==> config.mk <==
export PLATFORM = sky130hd
export DESIGN_NAME = mod_inverse_ext_euclid_core
export DESIGN_NICKNAME = d
export VERILOG_FILES = /design/src/mie_pkg.sv /design/src/mod_inverse_ext_euclid_core.sv /design/src/mie_div.sv /design/src/mie_dp.sv /design/src/mie_ctrl.sv
export SDC_FILE = /design/constraint.sdc
export NUM_CORES = 1
export LEC_CHECK = 0
export BUFFER_PORTS_ARGS = -buffer_cell sky130_fd_sc_hd__buf_2
export CORE_MARGIN = 2
export CORE_UTILIZATION = 40
export CTS_BUF_LIST = sky130_fd_sc_hd__clkbuf_8 sky130_fd_sc_hd__clkbuf_16
export DETAILED_ROUTE_END_ITERATION = 7
export PLACE_DENSITY = 0.68
export SETUP_SLACK_MARGIN = 0.4
export SLEW_MARGIN = 5
export SYNTH_ARGS = -nofsm -noshare
export SYNTH_HDL_FRONTEND = slang
export SYNTH_SLANG_ARGS = --single-unit
export TNS_END_PERCENT = 50
==> constraint.sdc <==
create_clock -name clock -period 8.2 [get_ports clock]
set_input_delay 0.41 -clock clock [delete_from_list [all_inputs] [get_ports clock]]
set_output_delay 0.41 -clock clock [all_outputs]
set_load 0.1 [all_outputs]
==> src/mie_pkg.sv <==
// mie_pkg: shared types for the modular inverse core
// command codes from the controller and the status struct from the datapath
// no dependencies
`timescale 1ns / 1ps

package mie_pkg;

   // datapath commands, one per cycle
   typedef enum logic [2:0] {
      CMD_NONE,
      CMD_LOAD,
      CMD_DIV,
      CMD_REDUCE,
      CMD_STEP,
      CMD_RESULT
   } cmd_type;

   // datapath status seen by the controller
   typedef struct packed {
      logic div_done;
      logic rc_zero;
   } dp_status_type;

endpackage

==> src/mod_inverse_ext_euclid_core.sv <==
// modular inverse by the extended euclidean algorithm, one operand per beat
// divisions run on the shared serial divider, one quotient bit per cycle; one item at a time
// synchronous active-high reset: idle, no result pending, modulus back to 1
// depends on mie_pkg, mie_ctrl, mie_dp, mie_div
`timescale 1ns / 1ps

module mod_inverse_ext_euclid_core
   import mie_pkg::*;
#(
   parameter int WIDTH = 32
) (
   input  logic             clock,
   input  logic             reset,
   input  logic             req_valid,
   output logic             req_stall,
   input  logic [WIDTH-1:0] req_operand,
   output logic             rsp_valid,
   input  logic             rsp_stall,
   output logic [WIDTH-1:0] rsp_inverse,
   output logic             rsp_has_inverse,
   output logic [WIDTH-1:0] rsp_gcd_value,
   input  logic             csr_wr_en,
   input  logic [WIDTH-1:0] csr_wr_data
);

   cmd_type          cmd;
   dp_status_type    status;
   logic [WIDTH-1:0] mod_value;

   // sequencer
   mie_ctrl u_ctrl (
      .clock     (clock),
      .reset     (reset),
      .req_valid (req_valid),
      .req_stall (req_stall),
      .rsp_valid (rsp_valid),
      .rsp_stall (rsp_stall),
      .status    (status),
      .cmd       (cmd)
   );

   // rows, divider and result register
   mie_dp #(.WIDTH(WIDTH)) u_dp (
      .clock           (clock),
      .reset           (reset),
      .cmd             (cmd),
      .status          (status),
      .csr_wr_en       (csr_wr_en),
      .csr_wr_data     (csr_wr_data),
      .req_operand     (req_operand),
      .mod_value       (mod_value),
      .rsp_inverse     (rsp_inverse),
      .rsp_has_inverse (rsp_has_inverse),
      .rsp_gcd_value   (rsp_gcd_value)
   );

`ifndef SYNTH
   // an inverse is only flagged with a unit gcd
   a_flag_gcd : assert property (@(posedge clock) disable iff (reset)
      rsp_valid |-> (!rsp_has_inverse || rsp_gcd_value == WIDTH'(1)))
      else $error("inverse flagged without unit gcd");

   // a flagged inverse lies below the modulus
   a_inv_range : assert property (@(posedge clock) disable iff (reset)
      (rsp_valid && rsp_has_inverse) |-> (rsp_inverse < mod_value))
      else $error("inverse not reduced");

   // a beat taken closes the input until the result is built
   a_one_item : assert property (@(posedge clock) disable iff (reset)
      (req_valid && !req_stall) |=> req_stall)
      else $error("second beat taken while busy");

   // no inverse reported without one
   a_inv_zero : assert property (@(posedge clock) disable iff (reset)
      (rsp_valid && !rsp_has_inverse) |-> (rsp_inverse == '0))
      else $error("inverse nonzero without flag");
`endif

endmodule

==> src/mie_div.sv <==
// mie_div: restoring serial divider, one quotient bit per cycle
// also accumulates quotient times a multiplicand as the quotient bits appear
// depends on nothing
`timescale 1ns / 1ps

module mie_div #(
   parameter int WIDTH = 32
) (
   input  logic             clock,
   input  logic             reset,
   input  logic             start,
   input  logic [WIDTH-1:0] dividend,
   input  logic [WIDTH-1:0] divisor,
   input  logic [WIDTH-1:0] mult,
   output logic [WIDTH-1:0] remainder,
   output logic [WIDTH-1:0] product,
   output logic             done
);

   localparam int CW = $clog2(WIDTH + 1);

   logic [WIDTH-1:0] dvd_ff, dvd_in;
   logic [WIDTH-1:0] dsr_ff, dsr_in;
   logic [WIDTH-1:0] mul_ff, mul_in;
   logic [WIDTH-1:0] rem_ff, rem_in;
   logic [WIDTH-1:0] acc_ff, acc_in;
   logic [CW-1:0]    cnt_ff, cnt_in;
   logic             busy_ff, busy_in;
   logic             done_ff, done_in;
   logic [WIDTH:0]   trial;
   logic [WIDTH:0]   diff;
   logic             qbit;

   // one restoring step: shift in the next dividend bit and try the subtract
   always_comb begin
      trial = {rem_ff, dvd_ff[WIDTH-1]};
      diff  = trial - {1'b0, dsr_ff};
      qbit  = (trial >= {1'b0, dsr_ff});
   end

   // step sequencing
   always_comb begin
      dvd_in  = dvd_ff;
      dsr_in  = dsr_ff;
      mul_in  = mul_ff;
      rem_in  = rem_ff;
      acc_in  = acc_ff;
      cnt_in  = cnt_ff;
      busy_in = busy_ff;
      done_in = 1'b0;
      if (start) begin
         dvd_in  = dividend;
         dsr_in  = divisor;
         mul_in  = mult;
         rem_in  = '0;
         acc_in  = '0;
         cnt_in  = CW'(WIDTH);
         busy_in = 1'b1;
      end else if (busy_ff) begin
         dvd_in = {dvd_ff[WIDTH-2:0], 1'b0};
         rem_in = qbit ? diff[WIDTH-1:0] : trial[WIDTH-1:0];
         // product stays within the modulus, so it never overflows WIDTH bits
         acc_in = {acc_ff[WIDTH-2:0], 1'b0} + (qbit ? mul_ff : '0);
         cnt_in = cnt_ff - CW'(1);
         if (cnt_ff == CW'(1)) begin
            busy_in = 1'b0;
            done_in = 1'b1;
         end
      end
   end

   // control registers
   always_ff @(posedge clock) begin
      if (reset) begin
         busy_ff <= 1'b0;
         done_ff <= 1'b0;
         cnt_ff  <= '0;
      end else begin
         busy_ff <= busy_in;
         done_ff <= done_in;
         cnt_ff  <= cnt_in;
      end
   end

   // working registers
   always_ff @(posedge clock) begin
      dvd_ff <= dvd_in;
      dsr_ff <= dsr_in;
      mul_ff <= mul_in;
      rem_ff <= rem_in;
      acc_ff <= acc_in;
   end

   assign remainder = rem_ff;
   assign product   = acc_ff;
   assign done      = done_ff;

endmodule

==> src/mie_dp.sv <==
// mie_dp: datapath of the modular inverse core
// remainder rows, coefficient rows, modulus register and result register
// depends on mie_pkg and mie_div
`timescale 1ns / 1ps

module mie_dp
   import mie_pkg::*;
#(
   parameter int WIDTH = 32
) (
   input  logic             clock,
   input  logic             reset,
   input  cmd_type          cmd,
   output dp_status_type    status,
   input  logic             csr_wr_en,
   input  logic [WIDTH-1:0] csr_wr_data,
   input  logic [WIDTH-1:0] req_operand,
   output logic [WIDTH-1:0] mod_value,
   output logic [WIDTH-1:0] rsp_inverse,
   output logic             rsp_has_inverse,
   output logic [WIDTH-1:0] rsp_gcd_value
);

   localparam logic [WIDTH-1:0] ONE = WIDTH'(1);

   logic [WIDTH-1:0] mod_ff;
   logic [WIDTH-1:0] rp_ff, rp_in;
   logic [WIDTH-1:0] rc_ff, rc_in;
   logic [WIDTH-1:0] tp_ff, tp_in;
   logic [WIDTH-1:0] tc_ff, tc_in;
   logic             negc_ff, negc_in;
   logic [WIDTH-1:0] inv_ff, inv_in;
   logic             ok_ff, ok_in;
   logic [WIDTH-1:0] gcd_ff, gcd_in;
   logic [WIDTH-1:0] div_rem;
   logic [WIDTH-1:0] div_prod;
   logic             div_done;
   logic [WIDTH-1:0] mag;
   logic [WIDTH-1:0] inv_calc;
   logic             ok_calc;

   // shared serial divider: rp / rc, with q * tc alongside
   mie_div #(.WIDTH(WIDTH)) u_div (
      .clock     (clock),
      .reset     (reset),
      .start     (cmd == CMD_DIV),
      .dividend  (rp_ff),
      .divisor   (rc_ff),
      .mult      (tc_ff),
      .remainder (div_rem),
      .product   (div_prod),
      .done      (div_done)
   );

   // modulus register
   always_ff @(posedge clock) begin
      if (reset) begin
         mod_ff <= ONE;
      end else if (csr_wr_en) begin
         mod_ff <= csr_wr_data;
      end
   end

   // final coefficient folded into 0..modulus-1, coefficient never exceeds modulus
   always_comb begin
      ok_calc  = (mod_ff != '0) && (rp_ff == ONE);
      mag      = (tp_ff >= mod_ff) ? tp_ff - mod_ff : tp_ff;
      inv_calc = '0;
      if (ok_calc && mod_ff != ONE) begin
         if (!negc_ff && mag != '0) begin
            inv_calc = mod_ff - mag;
         end else begin
            inv_calc = mag;
         end
      end
   end

   // row updates
   always_comb begin
      rp_in   = rp_ff;
      rc_in   = rc_ff;
      tp_in   = tp_ff;
      tc_in   = tc_ff;
      negc_in = negc_ff;
      inv_in  = inv_ff;
      ok_in   = ok_ff;
      gcd_in  = gcd_ff;
      case (cmd)
         CMD_LOAD: begin
            // first division reduces the operand by the modulus
            rp_in   = req_operand;
            rc_in   = mod_ff;
            tp_in   = '0;
            tc_in   = ONE;
            negc_in = 1'b0;
         end
         CMD_REDUCE: begin
            rp_in = rc_ff;
            rc_in = div_rem;
         end
         CMD_STEP: begin
            rp_in   = rc_ff;
            rc_in   = div_rem;
            tp_in   = tc_ff;
            tc_in   = tp_ff + div_prod;
            negc_in = !negc_ff;
         end
         CMD_RESULT: begin
            inv_in = inv_calc;
            ok_in  = ok_calc;
            gcd_in = rp_ff;
         end
         default: begin
         end
      endcase
   end

   always_ff @(posedge clock) begin
      rp_ff   <= rp_in;
      rc_ff   <= rc_in;
      tp_ff   <= tp_in;
      tc_ff   <= tc_in;
      negc_ff <= negc_in;
      inv_ff  <= inv_in;
      ok_ff   <= ok_in;
      gcd_ff  <= gcd_in;
   end

   assign status.div_done = div_done;
   assign status.rc_zero  = (rc_ff == '0);
   assign mod_value       = mod_ff;
   assign rsp_inverse     = inv_ff;
   assign rsp_has_inverse = ok_ff;
   assign rsp_gcd_value   = gcd_ff;

endmodule

==> src/mie_ctrl.sv <==
// mie_ctrl: sequencer of the modular inverse core
// steps the datapath through reduction, euclid steps and result hand-off
// depends on mie_pkg
`timescale 1ns / 1ps

module mie_ctrl
   import mie_pkg::*;
(
   input  logic          clock,
   input  logic          reset,
   input  logic          req_valid,
   output logic          req_stall,
   output logic          rsp_valid,
   input  logic          rsp_stall,
   input  dp_status_type status,
   output cmd_type       cmd
);

   typedef enum logic [2:0] {
      ST_IDLE,
      ST_CHECK_RED,
      ST_REDUCE,
      ST_CHECK,
      ST_STEP,
      ST_FINISH
   } state_type;

   state_type state_ff, state_in;
   logic      rsp_valid_ff, rsp_valid_in;

   // next state and command
   always_comb begin
      state_in     = state_ff;
      cmd          = CMD_NONE;
      rsp_valid_in = rsp_valid_ff && rsp_stall;
      case (state_ff)
         ST_IDLE: begin
            if (req_valid) begin
               cmd      = CMD_LOAD;
               state_in = ST_CHECK_RED;
            end
         end
         ST_CHECK_RED: begin
            // zero modulus skips straight to the result
            if (status.rc_zero) begin
               state_in = ST_FINISH;
            end else begin
               cmd      = CMD_DIV;
               state_in = ST_REDUCE;
            end
         end
         ST_REDUCE: begin
            if (status.div_done) begin
               cmd      = CMD_REDUCE;
               state_in = ST_CHECK;
            end
         end
         ST_CHECK: begin
            if (status.rc_zero) begin
               state_in = ST_FINISH;
            end else begin
               cmd      = CMD_DIV;
               state_in = ST_STEP;
            end
         end
         ST_STEP: begin
            if (status.div_done) begin
               cmd      = CMD_STEP;
               state_in = ST_CHECK;
            end
         end
         ST_FINISH: begin
            // wait until the output register is free
            if (!rsp_valid_ff || !rsp_stall) begin
               cmd          = CMD_RESULT;
               rsp_valid_in = 1'b1;
               state_in     = ST_IDLE;
            end
         end
         default: begin
            state_in = ST_IDLE;
         end
      endcase
   end

   always_ff @(posedge clock) begin
      if (reset) begin
         state_ff     <= ST_IDLE;
         rsp_valid_ff <= 1'b0;
      end else begin
         state_ff     <= state_in;
         rsp_valid_ff <= rsp_valid_in;
      end
   end

   assign req_stall = (state_ff != ST_IDLE);
   assign rsp_valid = rsp_valid_ff;

endmodule

; ---- Word-level counts from Yosys, hierarchy flattened
; Cells that the tools add are included.
[word_totals]
regBits = 398
latchBits = 0
ramBits = 0
mem_bits_ro = 0
inputBits = 69
word_cells = 98
n_memories = 0
[op_classes]
n_addsub = 6
multipliers = 0
div = 0
n_lt_le_gt_ge = 2
eq_ne = 16
shifts = 0
n_mux = 31
bitwise = 1
reduce_logical = 22
[ops]
columns = cell, count
row1 = $pmux W32 S2, 4
row2 = $mux W32, 6
row3 = $sub A32 B32 Y32, 3
row4 = $add A32 B32 Y32, 2
row5 = $reduce_bool A32 Y1, 2
row6 = $ge A33 B32 Y1, 1
row7 = $eq A32 B1 Y1 const B, 1
row8 = $ge A32 B32 Y1, 1
row9 = $logic_not A32 Y1, 1
row10 = $ne A32 B1 Y1 const B, 1
row11 = $pmux W3 S5, 2
row12 = $mux W3, 6
row13 = $eq A3 B2 Y1 const B, 4
row14 = $eq A3 B3 Y1 const B, 4
row15 = $mux W6, 2
row16 = $mux W1, 8
row17 = $reduce_or A2 Y1, 4
row18 = $eq A3 B1 Y1 const B, 2
row19 = $eq A6 B1 Y1 const B, 1
row20 = $reduce_bool A2 Y1, 3
row21 = $sub A6 B1 Y6 const B, 1
row22 = $logic_and A1 B1 Y1, 4
row23 = $mux W2, 2
row24 = $ne A2 B1 Y1 const B, 2
row25 = other kinds (9), 11

; ---- Logic depth before layout (Yosys ltp)
; Gate-level depths: netlist (run 1).
[depth]
word_depth = 7
mapped_depth = 37

; ---- Modules after synthesis
; Synthesis (run 1) repeated with hierarchy kept, for this count alone.
[unflattened]
cells_unflattened = 2443
area_unflattened_um2 = 24344.6
[by_module_without_submodules]
columns = mod, n_inst, cells_each, area_each_um2, seq_area_each_um2
row1 = mie_dp, 1, 1465, 14596.5, 6466.2
row2 = mie_div, 1, 944, 9466.6, 4324.1
row3 = mie_ctrl, 1, 34, 281.5, 80.1

; ---- Worst setup path after synthesis (run 1)
; OpenSTA, ideal clock, no wires.
[synth_timing]
path_type = reg-to-reg
startpoint = register u_dp.u_div.dsr_ff[1]
endpoint = register u_dp.u_div.acc_ff[28], in the netlist u_dp.u_div.product[28]
setup_ns = 0.120
t_arrival_ns = 6.837
required_time_ns = 8.080
setup_slack_ns = 1.243
stages_incl_launch_ff = 37
n_path_buf = 2
period_less_slack_ns = 6.957
cell_sequence = edfxtp_1 > inv_1 > ha_1 > nor2b_1 > o21ai_0 > a21oi_1 > o21ai_0 > a21oi_1 > o21ai_0 > a21oi_1 > o211ai_1 > a31o_2 > nand3_1 > nand2_1 > o21ai_0 > o41ai_1 > clkbuf_1 > clkbuf_1 > nor2b_1 > ha_1 > a21o_1 > a21oi_1 > o21bai_1 > a21oi_1 > o21bai_1 > a21oi_1 > nor2b_1 > o21a_1 > o41a_1 > a221o_1 > a21o_1 > o41ai_1 > o21ai_0 > a21o_1 > a21oi_1 > nor3b_1 > nor3_1
[synth_between]
elab_chain_len = 3
[synth_lines]
columns = item, line_no
row1 = start: declaration, mie_div.sv:23  ; logic [WIDTH-1:0] dsr_ff, dsr_in;
row2 = start signal: assignment, mie_div.sv:88  ; dsr_ff <= dsr_in;
row3 = $ge A33 B32 Y1, mie_div.sv:38  ; qbit = (trial >= {1'b0, dsr_ff});
row4 = $mux W32, mie_div.sv:63  ; acc_in = {acc_ff[WIDTH-2:0], 1'b0} + (qbit ? mul_ff : '0);
row5 = $add A32 B32 Y32, mie_div.sv:63
row6 = end signal: assignment, mie_div.sv:91  ; acc_ff <= acc_in;
row7 = end: declaration, mie_div.sv:26  ; logic [WIDTH-1:0] acc_ff, acc_in;
; Every way passes these cells.
; A chain may end at the register's enable or synchronous reset.

; ---- Worst setup path in the final report (run 1)
; Ends and elaborated chain as after synthesis.

==> results of run 1 <==
## state kept, by name (all words and copies together), names as in the netlist
register and count:
u_ctrl.rsp_valid 1, u_ctrl.state_ff 3, u_dp.mod_value 32, u_dp.negc_ff 1, u_dp.rc_ff 32, u_dp.rp_ff 32
u_dp.rsp_gcd_value 32, u_dp.rsp_has_inverse 1, u_dp.rsp_inverse 32, u_dp.tc_ff 32, u_dp.tp_ff 32, u_dp.u_div.busy_ff 1
u_dp.u_div.cnt_ff 6, u_dp.u_div.done 1, u_dp.u_div.dsr_ff 32, u_dp.u_div.dvd_ff 32, u_dp.u_div.mul_ff 32, u_dp.u_div.product 32
u_dp.u_div.remainder 32
## stage by stage
step,setup slack [ps],std cells,utilization [%]
5_1_grt,426,3361,45.6
3_5_place_dp,760,3277,43.1
3_3_place_gp,777,3277,43.1
6_report,991,3361,45.6
2_1_floorplan,1240,2436,-
4_1_cts,714,3359,45.5
## layout by cell type, fill, tap and decap left out, drive strengths merged, types with 18 or more instances in the layout
master	Yosys	final
nor3	62	62
nor2	264	264
nor4	35	35
mux2i	71	71
nor2b	52	52
o21ai	118	118
clkbuf	65	48
dfxtp	108	108
and2	47	47
inv	134	144
xor2	43	43
nand3	44	44
a21oi	167	167
a21o	53	53
nand2	201	201
nand2b	19	19
buf	27	162
mux2	67	67
and3	24	24
ha	140	140
a211oi	45	45
o21a	28	28
nand4	23	23
o21bai	18	18
edfxtp	290	290
xnor2	98	98
## power groups by stage
stage | registers, mW | logic [mW] | clock network, mW
floorplan | 2.56 | 1.88 | 0
global placement | 2.63 | 2.34 | 0
detailed placement | 2.64 | 2.38 | 0
CTS | 2.60 | 2.40 | 1.99
global route | 2.63 | 2.70 | 2.07
finish | 2.60 | 2.43 | 1.95
## repair_timing
action | CTS | global route
endpoints found under the hold margin | 0 | 0
resized for setup | 0 | 9
setup buffers | 0 | 2
endpoints found under the setup margin | 0 | 7
## cell families after synthesis
logic type	after synthesis	synth area share, %
multiplexers	138	6.16
AND/OR/NAND/NOR	826	16.5
XOR/XNOR	141	5.14
adder cells (fa/ha/maj)	160	8.34
flip-flops	398	45.2
AO/OA/AOI/OAI	546	14.8
buffers and inverters	227	3.82
## worst min path at each step
stage                          startpoint                     to  slack [ps]
after floorplan             u_dp.tc_ff[0]   u_dp.u_div.mul_ff[0]         420
after global placement     u_dp.tc_ff[27]  u_dp.u_div.mul_ff[27]         420
after detailed placement    u_dp.tc_ff[5]   u_dp.u_div.mul_ff[5]         420
after CTS                 csr_wr_data[17]     u_dp.mod_value[17]          30
after global routing      csr_wr_data[21]     u_dp.mod_value[21]          40
final                     csr_wr_data[17]     u_dp.mod_value[17]          50
## area by class of cell
class | instances | share of cell area (%)
inverter | 135 | 1.88
clock inverter | 34 | 0.903
tap | 773 | 3.58
clock buffer | 48 | 4.36
sequential | 398 | 40.2
multi-input combinational | 1811 | 45.8
timing repair buffer | 162 | 3.26
## per-layer routing
layer,GRT usage (%),up-vias
li1,-,9086
met1,27.0,9002
met2,35.7,539
met3,3.39,126
met4,7.30,0
met5,0,-
## worst min-delay path, delay by kind of cell
family,cells,cell delay [ps]
mux,1,50
simple gates,1,70
buf+inv,1,70
==> impl_metrics.yaml, run 1 <==
synth:
  synth_area_leader_cell: "edfxtp_1"
  synth.distinct_cells: 105
  synth_commonest_cells: "edfxtp_1, nor2_1, nand2_1"
  yosysMostFrequentCell: "edfxtp_1"
  synthCells: 2436
  syn_nets: 2650
  async_flop_share_pct: 0
  synth_area_leaders: "edfxtp_1, dfxtp_1, ha_1"
  synth_top_area_share_pct: 36.2
  synth_seq_cells: 398
  synth_edf_count: 290
  synth-main-ff-cell: "edfxtp_1"
  seq_area_frac_synth_pct: 45.2
  postSynthAreaPerCell_sq_um: 9.87
  synth_warnings: 0
  syn_area_sq_um: 24000
critical_path:
  path_common_cell: "a21oi_1"
  r2r_cells: 35
  reg2reg_from: "u_dp.u_div.dsr_ff[1]"
  cp-end-kind: "flop"
  crit_slowest_cell: "o41ai_2"
  cp_max_fo: 5
  r2r_slack_ps: 990
  cp_top_family: "compound AO/OA/AOI/OAI gates"
  critPathLaunchType: "flop"
  crit_start: "u_dp.u_div.dsr_ff[1]"
  arrival_ps: 7670
  critPathCapture: "u_dp.u_div.product[28]"
  cpPeakStageDelay_ps: 460
  crit_cells: 35
  critical_path_required_ps: 8660
  critical_path_class: "flop to flop"
  path_buf_inv: 2
  r2r_end: "u_dp.u_div.product[28]"
clock_tree:
  postCtsHoldBufs: 0
  clock_latency_ps: 590
  cts.clk_slew.worst_paths_ps: 60
  cts_sinks: 398
  cts_made_buffers: 45
  cts_root_buf: "clkbuf_16"
  cts_tree: "yes"
  htreeDepth: 2
  cts.path.max_buffers: 3
global_routing:
  grtUsageTotal_pct: 21.0
  grt_first_pass_wirelength_mm: 104
  grt_max_degree: 89
  grt_pass1_vias: 18900
  grt-ovfl-total: 0
  grt_antenna_before_repair: 0
sta:
  slew_violations: 0
  tightest_slew_ps: 1200
  max_freq_mhz: 139
  setup_viol: 0
  rsz0062_at_grt: "false"
  tns_ps: 0
  fin_crit_sh_pct: 87.9
  max_slew_margin_pct: 19.9
  post-route-min-period_ps: 7210
  skew_ps: 26.4
  timing.hold.ws_ps: 52.3
  hold_viol_final: 0
floorplan:
  start_util_pct: 40.6
  die_h_um: 249
  rows: 89
  dieWidth_um: 249
  die_area_sq_um: 62100
  pin_count: 136
  core-area_sq_um: 59200
placement:
  portBuffers: 135
  hpwl_mm: 48.5
  dpl_cell_area_sq_um: 25500
  place_congestion: 0.935
route:
  viasPerCell: 5.58
  vias: 18800
  wl_met2_mm: 31.1
  wl_mm: 66.0
  ant_nets: 0
  wire_per_inst_um: 19.6
  wl_met3_mm: 3.52
  drc: 0
  drtIter0Drc: 1287
  highest_layer: "met4"
  wl_met1_mm: 29.1
  firstDrtPassIters: 6
cells_and_area:
  fill_cells: 5601
  fin_nets: 2767
  drive_gt1_share_pct: 13.9
  seq_area_sq_um: 10900
  diodes: 0
  multi_input_area_sq_um: 12400
  fin_area_sq_um: 27000
  syn2layout_area_growth_pct: 12.4
flow_run:
  max_cap_violations: 0
power:
  clkPwrFrac_pct: 27.9
  p_total_mw: 6.98
  powerDensity_nw_per_um2: 258
  p_sw_share_pct: 35.7
  power.net_switching_mw: 2.49
  pwr-share-comb_pct: 34.8
  power_report.internal_total_mw: 4.49
  peakVddDrop_uv: 165
  p_leak_nw: 11.0
  p_seq_share_pct: 37.3
min_path:
  min_path_cells: 3
  hold_class: "input port to flop"
run_status:
  status: "complete, no violations"
Power figures use the tool's default switching activity.
==> run 2, diff against run 1 <==
CORE_UTILIZATION = 62   (was 40)
PLACE_DENSITY = 0.93   (was 0.68)
==> run 2 against run 1 <==
Register-to-register slack got worse by 270 ps; final area fell by 1.1%; hold slack worse by 2.9 ps; via count rose by 6.4%; setup slack lost 270 ps; count of clock-buffer cells in the layout did not move; critical endpoint unchanged; highest routed layer unchanged.
==> impl_metrics.yaml, run 2 (synthesis results as in run 1) <==
global_routing:
  grt_pass1_vias: 19800
  grt_first_pass_wirelength_mm: 105
  grt_max_degree: 81
  grt_antenna_before_repair: 0
  grtUsageTotal_pct: 32.6
  grt-ovfl-total: 0
critical_path:
  cpPeakStageDelay_ps: 420
  crit_slowest_cell: "o41ai_4"
  cp-end-kind: "flop"
  critPathLaunchType: "flop"
  r2r_slack_ps: 720
  arrival_ps: 7960
  critical_path_class: "flop to flop"
  critical_path_required_ps: 8680
  path_common_cell: "a21oi_1"
  cp_max_fo: 17
clock_tree:
  cts.clk_slew.worst_paths_ps: 70
  cts.path.max_buffers: 3
  htreeDepth: 2
  cts_tree: "yes"
  cts_sinks: 398
  cts_root_buf: "clkbuf_16"
  clock_latency_ps: 600
  cts_made_buffers: 43
power:
  power.net_switching_mw: 2.61
  peakVddDrop_uv: 206
  p_sw_share_pct: 36.7
  clkPwrFrac_pct: 27.7
  powerDensity_nw_per_um2: 266
  p_seq_share_pct: 36.9
  p_leak_nw: 11.0
  power_report.internal_total_mw: 4.50
  pwr-share-comb_pct: 35.4
sta:
  skew_ps: 21.0
  post-route-min-period_ps: 7480
  setup_viol: 0
  rsz0062_at_grt: "true"
  slew_violations: 0
  tns_ps: 0
  timing.hold.ws_ps: 49.4
  hold_viol_final: 0
  tightest_slew_ps: 1120
  fin_crit_sh_pct: 91.2
  max_freq_mhz: 134
  max_slew_margin_pct: 25.1
floorplan:
  die_h_um: 201
  pin_count: 136
  die_area_sq_um: 40400
  rows: 72
  start_util_pct: 62.5
  core-area_sq_um: 38500
  dieWidth_um: 201
min_path:
  hold_class: "input port to flop"
cells_and_area:
  syn2layout_area_growth_pct: 11.1
  fin_nets: 2762
  fill_cells: 2684
  seq_area_sq_um: 10900
  layout_commonest_cell: "edfxtp_1"
  multi_input_area_sq_um: 12400
  drive_gt1_share_pct: 13.9
  mostFrequentLayoutCells: "edfxtp_1, nor2_1, nand2_1"
  diodes: 0
route:
  wire_per_inst_um: 21.7
  viasPerCell: 6.43
  firstDrtPassIters: 6
  drc: 0
  vias: 20000
  ant_nets: 0
  wl_mm: 67.4
  drtIter0Drc: 2052
placement:
  place_congestion: 0.958
  portBuffers: 135
  hpwl_mm: 46.0
run_status:
  status: "complete, no violations"
flow_run:
  max_cap_violations: 0
-- run 2: cell types whose count changed in the layout (fill, tap and decap cells not counted), moves of 2 or more --
cell	previous run	this run
clkbuf_16	46	43
buf_4	26	22
clkinvlp_4	7	4
clkbuf_8	2	5
clkinv_1	8	4
clkinv_4	0	5
clkinv_2	7	3
o41ai_4	1	3
inv_6	0	2
-- run 2: routing by layer --
layer / GRT usage (%) / vias to the layer above / wire [um] / share of wire [%]
li1: - / 9076 / - / -
met1: 39.6 / 9536 / 25300 / 38
met2: 56.5 / 1079 / 33000 / 49
met3: 5.02 / 259 / 5480 / 8.1
met4: 16.5 / 0 / 3600 / 5.3
met5: 0 / - / 0 / 0
-- run 2: timing repair --
action | in CTS | in global routing
setup buffers | 0 | 3
endpoints found under the setup margin | 3 | 10
pin swaps | 0 | 3
resized for setup | 1 | 14
hold buffers | 0 | 0
cloned | 0 | 1
hold endpoints to repair | 0 | 0
-- run 2: power groups by stage --
stage | Sequential [mW] | Clock, mW | Combinational [mW]
3_5_place_dp | 2.64 | 0 | 2.37
3_3_place_gp | 2.63 | 0 | 2.27
5_1_grt | 2.64 | 2.05 | 2.75
4_1_cts | 2.61 | 1.97 | 2.42
6_report | 2.62 | 1.97 | 2.52
2_1_floorplan | 2.56 | 0 | 1.88
-- run 2: worst paths after layout --
path	startpoint	to	depth (start not counted)
worst max register to register	u_dp.u_div.dsr_ff[1]	u_dp.u_div.product[28]	35
worst max-delay path	u_dp.u_div.dsr_ff[1]	u_dp.u_div.product[28]	35
worst min-delay path	csr_wr_data[27]	u_dp.mod_value[27]	3
worst min register to register	u_dp.tc_ff[11]	u_dp.u_div.mul_ff[11]	0
-- run 2: critical path, delay by kind of cell (launching register included) --
| family | cells | cell delay (ps) |
|---|---|---|
| buffers and inverters | 2 | 290 |
| AOI/OAI and AO/OA | 24 | 5200 |
| adders and majority gates | 2 | 600 |
| and+or+nand+nor | 7 | 860 |
| DFF | 1 | 390 |
-- run 2: cell type report --
type	count	share of cell area, %
inverter	135	1.91
tap	518	2.43
clock buffer	48	4.29
multi-input combinational	1811	46.4
clock inverter	32	1.09
timing repair buffer	159	3.23
sequential	398	40.7
-- run 2: stage by stage --
step,std cells,area [sq um],utilization [%],worst slack (ps),power (mW)
6_report,3101,26700,69.4,724,7.10
5_1_grt,3101,26700,69.4,277,7.43
4_1_cts,3097,26600,69.2,316,7.00
3_5_place_dp,3017,25200,65.4,374,5.01
3_3_place_gp,3017,25200,65.4,842,4.90
2_1_floorplan,2436,24000,-,1240,4.45
